File: src/rtl/core/pktdf_pkg.sv
// ----------------------------------------------------------------------------
// pktdf_pkg
// Shared constants and codes for the framed packet receiver with two
// alternating body buffers.
// ----------------------------------------------------------------------------
package pktdf_pkg;

	// Largest body a frame may carry, in bytes.
	localparam int BODY_DEPTH = 64;

	// Widths that follow from the body depth.
	localparam int IDX_W  = 6;                  // body byte index
	localparam int LEN_W  = 7;                  // body length, 0 .. BODY_DEPTH
	localparam int ADDR_W = IDX_W + 1;          // buffer select plus index
	localparam int MEM_DEPTH = 2 * BODY_DEPTH;  // two body buffers

	localparam int BYTE_W = 8;
	localparam int KIND_W = 2;
	localparam int EVT_W  = 3;

	// Configuration port.
	localparam int CFG_IDX_W = 2;
	localparam logic [CFG_IDX_W-1:0] CFG_START_MARKER = 2'd0;
	localparam logic [CFG_IDX_W-1:0] CFG_STOP_MARKER  = 2'd1;

	localparam logic [BYTE_W-1:0] START_RESET = 8'h02;
	localparam logic [BYTE_W-1:0] STOP_RESET  = 8'h03;

	// Item kinds.
	localparam logic [KIND_W-1:0] KIND_BYTE    = 2'd0;
	localparam logic [KIND_W-1:0] KIND_READ    = 2'd1;
	localparam logic [KIND_W-1:0] KIND_RELEASE = 2'd2;

	// Result event codes.
	typedef enum logic [EVT_W-1:0] {
		EV_NONE    = 3'd0,
		EV_ACCEPT  = 3'd1,
		EV_DROP    = 3'd2,
		EV_BADSIZE = 3'd3,
		EV_BADSTOP = 3'd4,
		EV_BADCHK  = 3'd5
	} event_t;

endpackage

File: src/rtl/core/packet_deframer_double_buffer.sv
// ----------------------------------------------------------------------------
// packet_deframer_double_buffer
// Framed serial packet receiver with XOR checksum and two body buffers.
// ----------------------------------------------------------------------------
// The block returns exactly one result item for each item it takes, in the
// cycle after acceptance; it sustains one item per clock as long as
// results are taken. An item is a received line byte, a read of a body byte of
// the ready frame, or a release of the ready frame. Line bytes are parsed as
// START, SIZE, TYPE, BODY, STOP, CHECKSUM, where CHECKSUM is the XOR of every
// byte before it. Body bytes are written into the active half of a 128-byte
// body memory; a frame that passes every check is published as ready and the
// other half becomes the write target. A frame that completes while a ready
// frame is still unreleased is discarded and sets the sticky dropped flag. The
// registered read port of the body memory returns read data together with
// the result item. Since writes always go to the active half and reads to the
// ready half, the two ports never touch the same entry in one cycle. The start
// and stop marker registers are written through the configuration port, which
// is always ready; the user must write them only while the block is idle, as
// the block itself does not enforce this.
// ----------------------------------------------------------------------------
module packet_deframer_double_buffer
(
	input  logic                              clk,
	input  logic                              arst_n,

	// Item input channel
	input  logic                              in_valid,
	output logic                              in_stall,
	input  logic [pktdf_pkg::KIND_W-1:0]      kind,
	input  logic [pktdf_pkg::BYTE_W-1:0]      rx_byte,
	input  logic [pktdf_pkg::IDX_W-1:0]       read_index,

	// Result output channel
	output logic                              out_valid,
	input  logic                              out_stall,
	output logic [pktdf_pkg::EVT_W-1:0]       event_res,
	output logic                              msg_ready,
	output logic [pktdf_pkg::LEN_W-1:0]       ready_length,
	output logic [pktdf_pkg::BYTE_W-1:0]      ready_type,
	output logic [pktdf_pkg::BYTE_W-1:0]      read_data,
	output logic                              dropped_sticky,

	// Configuration write channel
	input  logic                              cfg_valid,
	output logic                              cfg_ready,
	input  logic [pktdf_pkg::CFG_IDX_W-1:0]   cfg_index,
	input  logic [pktdf_pkg::BYTE_W-1:0]      cfg_data
);

	import pktdf_pkg::*;

	typedef enum logic [2:0] {
		PH_START,
		PH_SIZE,
		PH_TYPE,
		PH_BODY,
		PH_STOP,
		PH_CHK
	} phase_t;

	// Parser and buffer state.
	phase_t              phase_q, phase_d;
	logic [LEN_W-1:0]    exp_len_q, exp_len_d;
	logic [LEN_W-1:0]    pos_q, pos_d;
	logic [BYTE_W-1:0]   xor_q, xor_d;
	logic [BYTE_W-1:0]   type_q, type_d;
	logic [LEN_W-1:0]    rdy_len_q, rdy_len_d;
	logic [BYTE_W-1:0]   rdy_type_q, rdy_type_d;
	logic                active_q, active_d;
	logic                ready_q, ready_d;
	logic                dropped_q, dropped_d;
	logic [BYTE_W-1:0]   start_q;
	logic [BYTE_W-1:0]   stop_q;

	// Result stage.
	logic                valid_s1;
	event_t              event_s1;
	logic                hit_s1;
	event_t              ev_d;
	logic                hit_d;

	// Body memory.
	logic [BYTE_W-1:0]   body_mem [MEM_DEPTH];
	logic [BYTE_W-1:0]   rd_data_q;
	logic                wr_en;
	logic [ADDR_W-1:0]   wr_addr;
	logic [ADDR_W-1:0]   rd_addr;
	logic [LEN_W-1:0]    pos_inc;
	logic                accept;

	// A new item is taken whenever the result register is empty or is being
	// drained in the same cycle.
	assign in_stall  = valid_s1 && out_stall;
	assign accept    = in_valid && !in_stall;
	assign cfg_ready = 1'b1;

	assign pos_inc = pos_q + LEN_W'(1);
	assign wr_addr = {active_q, pos_q[IDX_W-1:0]};
	assign rd_addr = {~active_q, read_index};

	// Next-state logic for one item.
	always_comb begin
		phase_d    = phase_q;
		exp_len_d  = exp_len_q;
		pos_d      = pos_q;
		xor_d      = xor_q;
		type_d     = type_q;
		rdy_len_d  = rdy_len_q;
		rdy_type_d = rdy_type_q;
		active_d   = active_q;
		ready_d    = ready_q;
		dropped_d  = dropped_q;
		ev_d       = EV_NONE;
		hit_d      = 1'b0;
		wr_en      = 1'b0;
		case (kind)
			KIND_BYTE: begin
				case (phase_q)
					PH_START: begin
						if (rx_byte == start_q) begin
							xor_d     = start_q;
							pos_d     = '0;
							exp_len_d = '0;
							phase_d   = PH_SIZE;
						end
					end
					PH_SIZE: begin
						if (rx_byte == '0 || rx_byte > BYTE_W'(BODY_DEPTH)) begin
							ev_d    = EV_BADSIZE;
							phase_d = PH_START;
						end else begin
							exp_len_d = rx_byte[LEN_W-1:0];
							xor_d     = xor_q ^ rx_byte;
							phase_d   = PH_TYPE;
						end
					end
					PH_TYPE: begin
						type_d  = rx_byte;
						xor_d   = xor_q ^ rx_byte;
						phase_d = PH_BODY;
					end
					PH_BODY: begin
						wr_en = 1'b1;
						pos_d = pos_inc;
						xor_d = xor_q ^ rx_byte;
						if (pos_inc >= exp_len_q) begin
							phase_d = PH_STOP;
						end
					end
					PH_STOP: begin
						if (rx_byte == stop_q) begin
							xor_d   = xor_q ^ stop_q;
							phase_d = PH_CHK;
						end else begin
							ev_d    = EV_BADSTOP;
							phase_d = PH_START;
						end
					end
					PH_CHK: begin
						if (rx_byte == xor_q) begin
							if (ready_q) begin
								dropped_d = 1'b1;
								ev_d      = EV_DROP;
							end else begin
								rdy_len_d  = exp_len_q;
								rdy_type_d = type_q;
								ready_d    = 1'b1;
								active_d   = ~active_q;
								ev_d       = EV_ACCEPT;
							end
						end else begin
							ev_d = EV_BADCHK;
						end
						phase_d = PH_START;
					end
					default: begin
						phase_d = PH_START;
					end
				endcase
			end
			KIND_READ: begin
				hit_d = ready_q && ({1'b0, read_index} < rdy_len_q);
			end
			KIND_RELEASE: begin
				ready_d = 1'b0;
			end
			default: begin
			end
		endcase
	end

	// State, configuration and result registers.
	always_ff @(posedge clk or negedge arst_n) begin
		if (!arst_n) begin
			phase_q    <= PH_START;
			exp_len_q  <= '0;
			pos_q      <= '0;
			xor_q      <= '0;
			type_q     <= '0;
			rdy_len_q  <= '0;
			rdy_type_q <= '0;
			active_q   <= 1'b0;
			ready_q    <= 1'b0;
			dropped_q  <= 1'b0;
			start_q    <= START_RESET;
			stop_q     <= STOP_RESET;
			valid_s1   <= 1'b0;
			event_s1   <= EV_NONE;
			hit_s1     <= 1'b0;
		end else begin
			if (cfg_valid && cfg_ready) begin
				if (cfg_index == CFG_START_MARKER) begin
					start_q <= cfg_data;
				end
				if (cfg_index == CFG_STOP_MARKER) begin
					stop_q <= cfg_data;
				end
			end
			if (accept) begin
				phase_q    <= phase_d;
				exp_len_q  <= exp_len_d;
				pos_q      <= pos_d;
				xor_q      <= xor_d;
				type_q     <= type_d;
				rdy_len_q  <= rdy_len_d;
				rdy_type_q <= rdy_type_d;
				active_q   <= active_d;
				ready_q    <= ready_d;
				dropped_q  <= dropped_d;
				event_s1   <= ev_d;
				hit_s1     <= hit_d;
				valid_s1   <= 1'b1;
			end else if (!out_stall) begin
				valid_s1 <= 1'b0;
			end
		end
	end

	// Body memory: one write port for line bytes, one registered read port
	// for the consumer. The read register only moves when an item is taken,
	// so it holds while the result is stalled.
	always_ff @(posedge clk) begin
		if (accept && wr_en) begin
			body_mem[wr_addr] <= rx_byte;
		end
		if (accept && kind == KIND_READ) begin
			rd_data_q <= body_mem[rd_addr];
		end
	end

	// Status fields come straight from state, which does not move while a
	// result waits.
	assign out_valid      = valid_s1;
	assign event_res      = event_s1;
	assign msg_ready      = ready_q;
	assign ready_length   = ready_q ? rdy_len_q : '0;
	assign ready_type     = ready_q ? rdy_type_q : '0;
	assign read_data      = hit_s1 ? rd_data_q : '0;
	assign dropped_sticky = dropped_q;

	// An accepted frame is always reported as ready.
	a_accept_ready: assert property (@(posedge clk) disable iff (!arst_n)
		(out_valid && event_res == EV_ACCEPT) |-> msg_ready)
		else $error("accepted frame not marked ready");

	// The dropped flag never clears once set.
	a_dropped_sticky: assert property (@(posedge clk) disable iff (!arst_n)
		dropped_q |=> dropped_q)
		else $error("dropped flag cleared");

	// Publishing a frame swaps the write buffer.
	a_swap_on_accept: assert property (@(posedge clk) disable iff (!arst_n)
		(accept && ev_d == EV_ACCEPT) |=> (active_q != $past(active_q)))
		else $error("write buffer not swapped on accept");

	// Body bytes are only returned from a ready frame.
	a_read_needs_ready: assert property (@(posedge clk) disable iff (!arst_n)
		(out_valid && read_data != '0) |-> msg_ready)
		else $error("body data returned without a ready frame");

	// A bad frame always sends the parser back to hunting.
	a_error_hunts: assert property (@(posedge clk) disable iff (!arst_n)
		(accept && (ev_d == EV_BADSIZE || ev_d == EV_BADSTOP || ev_d == EV_BADCHK))
		|=> (phase_q == PH_START))
		else $error("parser did not return to hunting after an error");

endmodule

File: config.mk
export PLATFORM = sky130hd
export DESIGN_NAME = packet_deframer_double_buffer
export DESIGN_NICKNAME = d
export VERILOG_FILES = /design/src/rtl/core/pktdf_pkg.sv /design/src/rtl/core/packet_deframer_double_buffer.sv
export SDC_FILE = /design/constraint.sdc
export NUM_CORES = 1
export LEC_CHECK = 0
export BUFFER_PORTS_ARGS = -buffer_cell sky130_fd_sc_hd__buf_4
export CAP_MARGIN = 20
export CORE_UTILIZATION = 59
export DETAILED_ROUTE_END_ITERATION = 8
export MAX_ROUTING_LAYER = met4
export PLACE_DENSITY = 0.85
export SETUP_SLACK_MARGIN = 0.3
export SYNTH_ARGS = -nofsm -noshare
export SYNTH_HDL_FRONTEND = slang
export SYNTH_SLANG_ARGS = --single-unit
File: constraint.sdc
create_clock -name clk -period 3.15 [get_ports clk]
set_input_delay 0.315 -clock clk [delete_from_list [all_inputs] [get_ports clk]]
set_output_delay 0.315 -clock clk [all_outputs]
set_load 0.03 [all_outputs]
==> results.json, run 1 <==
{
  "grt_pass1_wl_microns": 164000,
  "numCtsBuffers": 105,
  "drt_first_iter_violations": 3662,
  "cts_tree": "yes",
  "hold_viol": 0,
  "synth_enable_flop_cells": 1032,
  "drt-vias-per-instance": 6.87,
  "htree_levels": 3,
  "reg2reg_depth": 6,
  "cp_num_cells": 6,
  "vdd_drop_max_mv": 0.515,
  "synth-seq-area-share_pct": 74.8,
  "setup_viol": 0,
  "use_met3_pct": 7.30,
  "overflow": 0,
  "clk_pin_slew_ns": 0.06,
  "violations": "design-rule violations",
  "top_usage_layer": "met2",
  "tightestPinTransition_ns": 1.21,
  "syn_nets": 2347,
  "timing.critical_path.from_type": "flop",
  "layout.nets": 2625,
  "num_vias": 24927,
  "fin_tns_setup_ns": 0,
  "synth_area_per_cell_sq_um": 19.0,
  "utilization_pct": 69.0,
  "place_congestion": 0.913,
  "cp_top_family": "simple AND/OR/NAND/NOR gates",
  "hpwlAfterDp_microns": 65500,
  "syn_to_final_growth_pct": 15.2,
  "fp-row-count": 99,
  "use_met2_pct": 48.8,
  "critical_path.max_stage_delay_ns": 0.57,
  "clk_path_buf_depth": 3,
  "crit_required_ns": 3.53,
  "antenna_left": 0,
  "end_kind": "flop",
  "post-route-min-period_ns": 2.90,
  "grt.total_usage_pct": 31.0,
  "initial_core_util_pct": 59.9,
  "fmax_ghz": 0.345,
  "clock_latency_ns": 0.70,
  "slowest_stage": "dfrtp_1",
  "slew_headroom_pct": 19.2,
  "cts.sinks": 1104,
  "die_w_microns": 275,
  "antenna_found_initial": 6,
  "cts_setup_buffers": 0,
  "coreArea_sq_um": 73200,
  "holdPathStages": 1,
  "final_layout_size_suffix_gt1_share_pct": 28.6,
  "fill_cells": 4096,
  "clockRootBuffer": "clkbuf_16",
  "worstPathCellList": "nand3_1 -> nor3_1 -> nand2_1 -> buf_4 -> nor2_1 -> buf_4",
  "hold_path.class": "input port to flop",
  "dieArea_sq_um": 75400,
  "power.density_nw_per_um2": 625,
  "ys_async_sr_fraction_pct": 6.52,
  "drc_errors": 12,
  "grt_pass1_vias": 25285,
  "status": "complete, but fails checks",
  "drt_pass1_iterations": 8,
  "grt_start_max_net_pins": 130,
  "post-route-period-util_pct": 92.0,
  "io_pins": 62,
  "dp.cells": 3416,
  "synth-main-ff-cell": "edfxtp_1",
  "ys_ff_latch": 1104,
  "cap_violations": 0,
  "syn_area_sq_um": 43900,
  "path_class": "flop to flop",
  "yosys_warnings": 0,
  "yosysUniqueCellTypes": 60,
  "whs_ns": 0.0688,
  "stdcell_count": 3630,
  "crit_arrival_ns": 3.28,
  "rsz0062_at_grt": "true",
  "post_drt_wl_per_cell_microns": 31.0,
  "slew_viol_final": 0,
  "io_buffers": 60,
  "cp_max_fo": 13,
  "leakage_nw": 16.9,
  "critPathBufInv": 2,
  "crit_top_cell": "buf_4",
  "fin_skew_ns": 0.0310,
  "chipHeight_microns": 275,
  "synthCells": 2303,
  "total_power_w": 0.0316,
  "met1_usage_pct": 38.7,
  "routed_wirelength_microns": 112000
}
==> stage by stage <==
step                      worst slack, ns  cell area (sq um)
after CTS                           0.312              50500
final                               0.253              50500
after detailed placement           0.0438              46900
after floorplan                     0.334              43900
after global routing                0.213              50500
after global placement              0.132              46900
==> cells by family (layout without fill, tap and decap cells) <==
kind of cell             count (synthesis)  count (layout)  share of synthesized area, %
AO/OA/AOI/OAI                          301             301                          5.00
XOR/XNOR                                30              30                         0.599
adder cells (fa/ha/maj)                 13              13                         0.371
buffers and inverters                  153             517                          1.51
flip-flops                            1104            1104                          74.8
multiplexers                           369             369                          14.2
other                                    1               5                       0.00855
AND/OR/NAND/NOR                        332             332                          3.55
==> worst reg2reg max path, cell delays in order, from the launching register on <==
cell     delay, ns
dfrtp_1       0.57
nand3_1       0.29
nor3_1        0.46
nand2_1       0.51
buf_4         0.37
nor2_1        0.16
buf_4         0.22
==> cell usage after synthesis, types with 3 or more instances <==
library cell	number	share of area [%]
ha_1	13	0.37
a21oi_1	24	0.27
a211oi_1	8	0.14
mux4_2	192	9.9
buf_2	36	0.41
or2_2	3	0.043
nor3_1	19	0.22
nand3_1	23	0.26
o21ai_0	46	0.52
o22ai_1	24	0.34
nor2b_1	13	0.19
mux2_2	100	2.6
edfxtp_1	1032	71
buf_1	13	0.11
nor2_1	165	1.4
clkbuf_1	79	0.68
xnor2_1	28	0.56
a21o_1	10	0.17
nand4_1	8	0.11
a22oi_1	80	1.4
a221o_1	16	0.37
dfrtp_1	69	3.9
o221ai_1	24	0.48
a221oi_1	16	0.32
nand2_1	39	0.33
o31a_1	9	0.18
mux2i_1	77	1.8
a22o_1	20	0.40
dfstp_2	3	0.18
and2_1	28	0.40
buf_4	8	0.14
or3_1	11	0.16
nand3b_1	4	0.068
a31oi_1	3	0.043
inv_1	15	0.13
nand2b_1	8	0.11
o31ai_1	3	0.051
o211ai_1	7	0.12
==> sequential cells by signal, summed over array words and instances, names as in the netlist <==
register / cells
body_mem: 1024
rd_data_q: 8
rdy_type_q: 8
start_q: 8
stop_q: 8
type_q: 8
xor_q: 8
exp_len_q: 7
pos_q: 7
rdy_len_q: 7
event_res: 3
phase_q: 3
active_q: 1
dropped_sticky: 1
hit_s1: 1
msg_ready: 1
out_valid: 1
==> per-layer routing <==
| metal | vias to the layer above | part of all wire, % |
|---|---|---|
| li1 | 9948 | - |
| met1 | 12587 | 34 |
| met2 | 2015 | 49 |
| met3 | 377 | 12 |
| met4 | 0 | 5.0 |
| met5 | - | 0 |
==> power breakdown <==
| group | internal [W] | switching, W | leakage (nW) |
|---|---|---|---|
| sequential | 0.0163 | 0.000254 | 10.1 |
| combinational | 0.000962 | 0.00142 | 5.10 |
| clock | 0.00720 | 0.00551 | 1.67 |
| total | 0.0244 | 0.00719 | 16.9 |
==> what timing repair did <==
| action | CTS | global route |
|---|---|---|
| hold endpoints to repair | 89 | 0 |
| gates resized for setup | 1 | 10 |
| endpoints found under the setup margin | 4 | 119 |
| pin swaps | 0 | 0 |
| hold buffers | 15 | 0 |
==> cell type report <==
cell class              instances  area [sq um]  share of cell area [%]
flip-flops and latches       1104         32800                    64.9
clock inverters                63           701                    1.39
clock buffers                 130          2740                    5.42
diodes                          4          10.0                  0.0198
repair buffers                309          2600                    5.14
well taps                     959          1200                    2.37
inverters                      15          56.3                   0.111
multi-input cells            1046         10400                    20.6
==> cell usage in the layout, fill, tap and decap left out, types with 9 or more instances in the layout <==
| master | synthesis | final |
|---|---|---|
| mux2i_1 | 77 | 77 |
| xnor2_1 | 28 | 27 |
| o21ai_0 | 46 | 45 |
| bufinv_16 | 0 | 12 |
| or3_1 | 11 | 11 |
| mux4_2 | 192 | 192 |
| mux2_2 | 100 | 100 |
| a221o_1 | 16 | 16 |
| clkbuf_1 | 79 | 23 |
| a21oi_1 | 24 | 24 |
| o31a_1 | 9 | 9 |
| a221oi_1 | 16 | 16 |
| clkinv_2 | 0 | 18 |
| nor2b_1 | 13 | 10 |
| o221ai_1 | 24 | 24 |
| clkinv_1 | 0 | 21 |
| dfrtp_1 | 69 | 65 |
| inv_1 | 15 | 15 |
| nand3_1 | 23 | 23 |
| nor2_1 | 165 | 159 |
| edfxtp_1 | 1032 | 1032 |
| dlygate4sd3_1 | 0 | 15 |
| buf_4 | 8 | 274 |
| a22o_1 | 20 | 20 |
| o22ai_1 | 24 | 24 |
| nand2_1 | 39 | 38 |
| ha_1 | 13 | 13 |
| buf_12 | 0 | 16 |
| a22oi_1 | 80 | 80 |
| nor3_1 | 19 | 19 |
| and2_1 | 28 | 28 |
| a21o_1 | 10 | 10 |
| clkbuf_16 | 0 | 105 |
==> path summary, 6_finish.rpt <==
| path | from | slack (ns) | to |
|---|---|---|---|
| setup / recovery | phase_q[1]$_DFFE_PN0P_ | 0.25 | body_mem[120][5]$_DFFE_PP_ |
| hold / removal | rx_byte[2] | 0.07 | body_mem[124][2]$_DFFE_PP_ |
| setup reg to reg | phase_q[1]$_DFFE_PN0P_ | 0.25 | body_mem[120][5]$_DFFE_PP_ |
| hold reg to reg | dropped_sticky$_DFFE_PN0P_ | 0.47 | dropped_sticky$_DFFE_PN0P_ |
| max in group asynchronous | arst_n | 2.21 | pos_q[0]$_DFFE_PN0P_ |
| min in group asynchronous | arst_n | 0.30 | stop_q[4]$_DFFE_PN0P_ |
Note: power is estimated with default switching activity, not from simulation.
==> inputs of run 2 (changes only) <==
CORE_UTILIZATION = 50   (was 59)
PLACE_DENSITY = 0.76   (was 0.85)
==> run 2 against run 1 <==
  * The flow now finishes without violations
  * Sequential share of layout area fell by 0.16 points
  * Utilization shrank 11 points
  * Via count is 5.2% lower
  * Die area grew 18%
  * Cell count is 5.6% higher
  * Total power is 1.5% lower
  * Global-route usage shrank 6.9 points
  * Clock skew rose by 0.0086 ns
  * Combinational power is 5% lower
  * Sequential power barely moved
  * Clock power hardly changed
==> results.json, run 2 (same netlist as run 1, synthesis figures left out) <==
{
  "dp.cells": 3614,
  "grt_pass1_vias": 23986,
  "design_area_sq_um": 50700,
  "slew_headroom_pct": 25.3,
  "cap_violations": 0,
  "antenna_found_initial": 6,
  "post-route-period-util_pct": 86.9,
  "seqPwrFrac_pct": 53.0,
  "overflow": 0,
  "routed_wirelength_microns": 103000,
  "fmax_ghz": 0.365,
  "whs_ns": 0.0366,
  "rsz0062_at_grt": "true",
  "layout_common_cells": "1032 x edfxtp_1, 280 x buf_4, 192 x mux4_2",
  "chipHeight_microns": 298,
  "cts_setup_buffers": 0,
  "path_class": "flop to flop",
  "numCtsBuffers": 107,
  "hold_path.class": "input port to flop",
  "drt-vias-per-instance": 6.16,
  "stdcell_count": 3833,
  "die_w_microns": 298,
  "use_met2_pct": 37.3,
  "clockPowerShare_pct": 39.7,
  "syn_to_final_growth_pct": 15.5,
  "top_register": "body_mem",
  "end_kind": "flop",
  "antenna_left": 0,
  "final_layout_size_suffix_gt1_share_pct": 28.3,
  "grt.total_usage_pct": 24.1,
  "htree_levels": 3,
  "largest_register_ffs": 1024,
  "crit_arrival_ns": 3.12,
  "leakage_nw": 16.9,
  "timing.critical_path.from_type": "flop",
  "cts_tree": "yes",
  "io_buffers": 60,
  "tightestPinTransition_ns": 1.12,
  "regToRegSetupSlack_ns": 0.41,
  "internal-power_w": 0.0242,
  "place_congestion": 0.873,
  "num_vias": 23625,
  "fin_tns_setup_ns": 0,
  "clockRootBuffer": "clkbuf_16",
  "clk_path_buf_depth": 3,
  "p_switching_w": 0.00699,
  "place_area_sq_um": 47100,
  "fin_skew_ns": 0.0396,
  "fill_cells": 6050,
  "grt_start_max_net_pins": 91,
  "drt_first_iter_violations": 3133,
  "post_drt_wl_per_cell_microns": 27.0,
  "initial_core_util_pct": 50.5,
  "io_pins": 62,
  "drc_errors": 0,
  "hold_viol": 0,
  "clock_latency_ns": 0.69,
  "hpwlAfterDp_microns": 64800,
  "power.density_nw_per_um2": 615,
  "slew_viol_final": 0,
  "met1_usage_pct": 32.8,
  "grt_pass1_wl_microns": 154000,
  "coreArea_sq_um": 86900,
  "top_usage_layer": "met2",
  "dieArea_sq_um": 88900,
  "p_sw_share_pct": 22.4,
  "drt_pass1_iterations": 5,
  "use_met3_pct": 4.88,
  "post-route-min-period_ns": 2.74,
  "setup_viol": 0,
  "pwr-share-comb_pct": 7.3,
  "clk_pin_slew_ns": 0.06,
  "crit_required_ns": 3.53,
  "layout.nets": 2627,
  "vdd_drop_max_mv": 0.489,
  "status": "complete, no violations",
  "final_common_cell": "edfxtp_1",
  "cts.sinks": 1104,
  "fp-row-count": 108,
  "cp_max_fo": 10
}
-- run 2: cell types whose count changed in the layout (fill, tap and decap cells not counted), sizes merged --
cell,change
bufinv,-8
clkbuf,+19
clkinv,+1
clkinvlp,-3
diode,-1
inv,-1
-- run 2: worst max-delay path: stages (launching register included) --
cell	delay, ns
dfrtp_1	0.39
nand2_1	0.11
nand2_1	0.10
or3_1	0.41
nor3_1	0.30
buf_4	0.20
nand3_1	0.10
buf_4	0.25
nor2_1	0.34
buf_4	0.23
-- run 2: per-layer routing --
| layer | part of all wire [%] | vias up |
|---|---|---|
| met5 | 0 | - |
| met4 | 2.5 | 0 |
| met3 | 9.7 | 187 |
| met2 | 49 | 1282 |
| met1 | 39 | 12205 |
| li1 | - | 9951 |
-- run 2: worst paths after layout --
| kind | cells after the start | startpoint | to |
|---|---|---|---|
| min reg2reg | 1 | type_q[2]$_DFFE_PN0P_ | rdy_type_q[2]$_DFFE_PN0P_ |
| max | 9 | out_valid$_DFFE_PN0P_ | body_mem[102][4]$_DFFE_PP_ |
| min | 3 | rx_byte[1] | exp_len_q[1]$_DFFE_PN0P_ |
| max in group asynchronous | 2 | arst_n | pos_q[2]$_DFFE_PN0P_ |
| max reg2reg | 9 | out_valid$_DFFE_PN0P_ | body_mem[102][4]$_DFFE_PP_ |
| min in group asynchronous | 2 | arst_n | rdy_len_q[2]$_DFFE_PN0P_ |
-- run 2: through the flow --
stage | utilization, % | total power [W] | worst slack [ns]
detailed placement | 54.2 | 0.0190 | -0.0165
CTS | 58.3 | 0.0313 | 0.421
global route | 58.3 | 0.0320 | 0.296
global placement | 54.2 | 0.0189 | 0.0374
floorplan | - | 0.0182 | 0.334
finish | 58.3 | 0.0311 | 0.411
-- run 2: cell type report --
class / instances / area, sq um / share of cell area [%]
flip-flops and latches: 1104 / 32800 / 64.7
diodes: 3 / 7.51 / 0.0148
clock buffers: 149 / 2980 / 5.88
multi-input cells: 1046 / 10400 / 20.6
inverters: 15 / 56.3 / 0.111
well taps: 1155 / 1450 / 2.85
clock inverters: 52 / 438 / 0.864
repair buffers: 309 / 2520 / 4.98
-- run 2: power by group through the flow --
| stage | Sequential, W | Clock, W | Combinational [W] |
|---|---|---|---|
| 2_1_floorplan | 0.0167 | 0 | 0.00145 |
| 3_3_place_gp | 0.0168 | 0 | 0.00213 |
| 3_5_place_dp | 0.0168 | 0 | 0.00223 |
| 4_1_cts | 0.0165 | 0.0125 | 0.00226 |
| 5_1_grt | 0.0165 | 0.0130 | 0.00245 |
| 6_report | 0.0165 | 0.0124 | 0.00227 |
-- run 2: repair_timing --
item                       4_1_cts  5_1_grt
resized for setup                0        3
setup endpoints to repair        0       28
hold endpoints to repair        90        0
hold buffers                    15        0
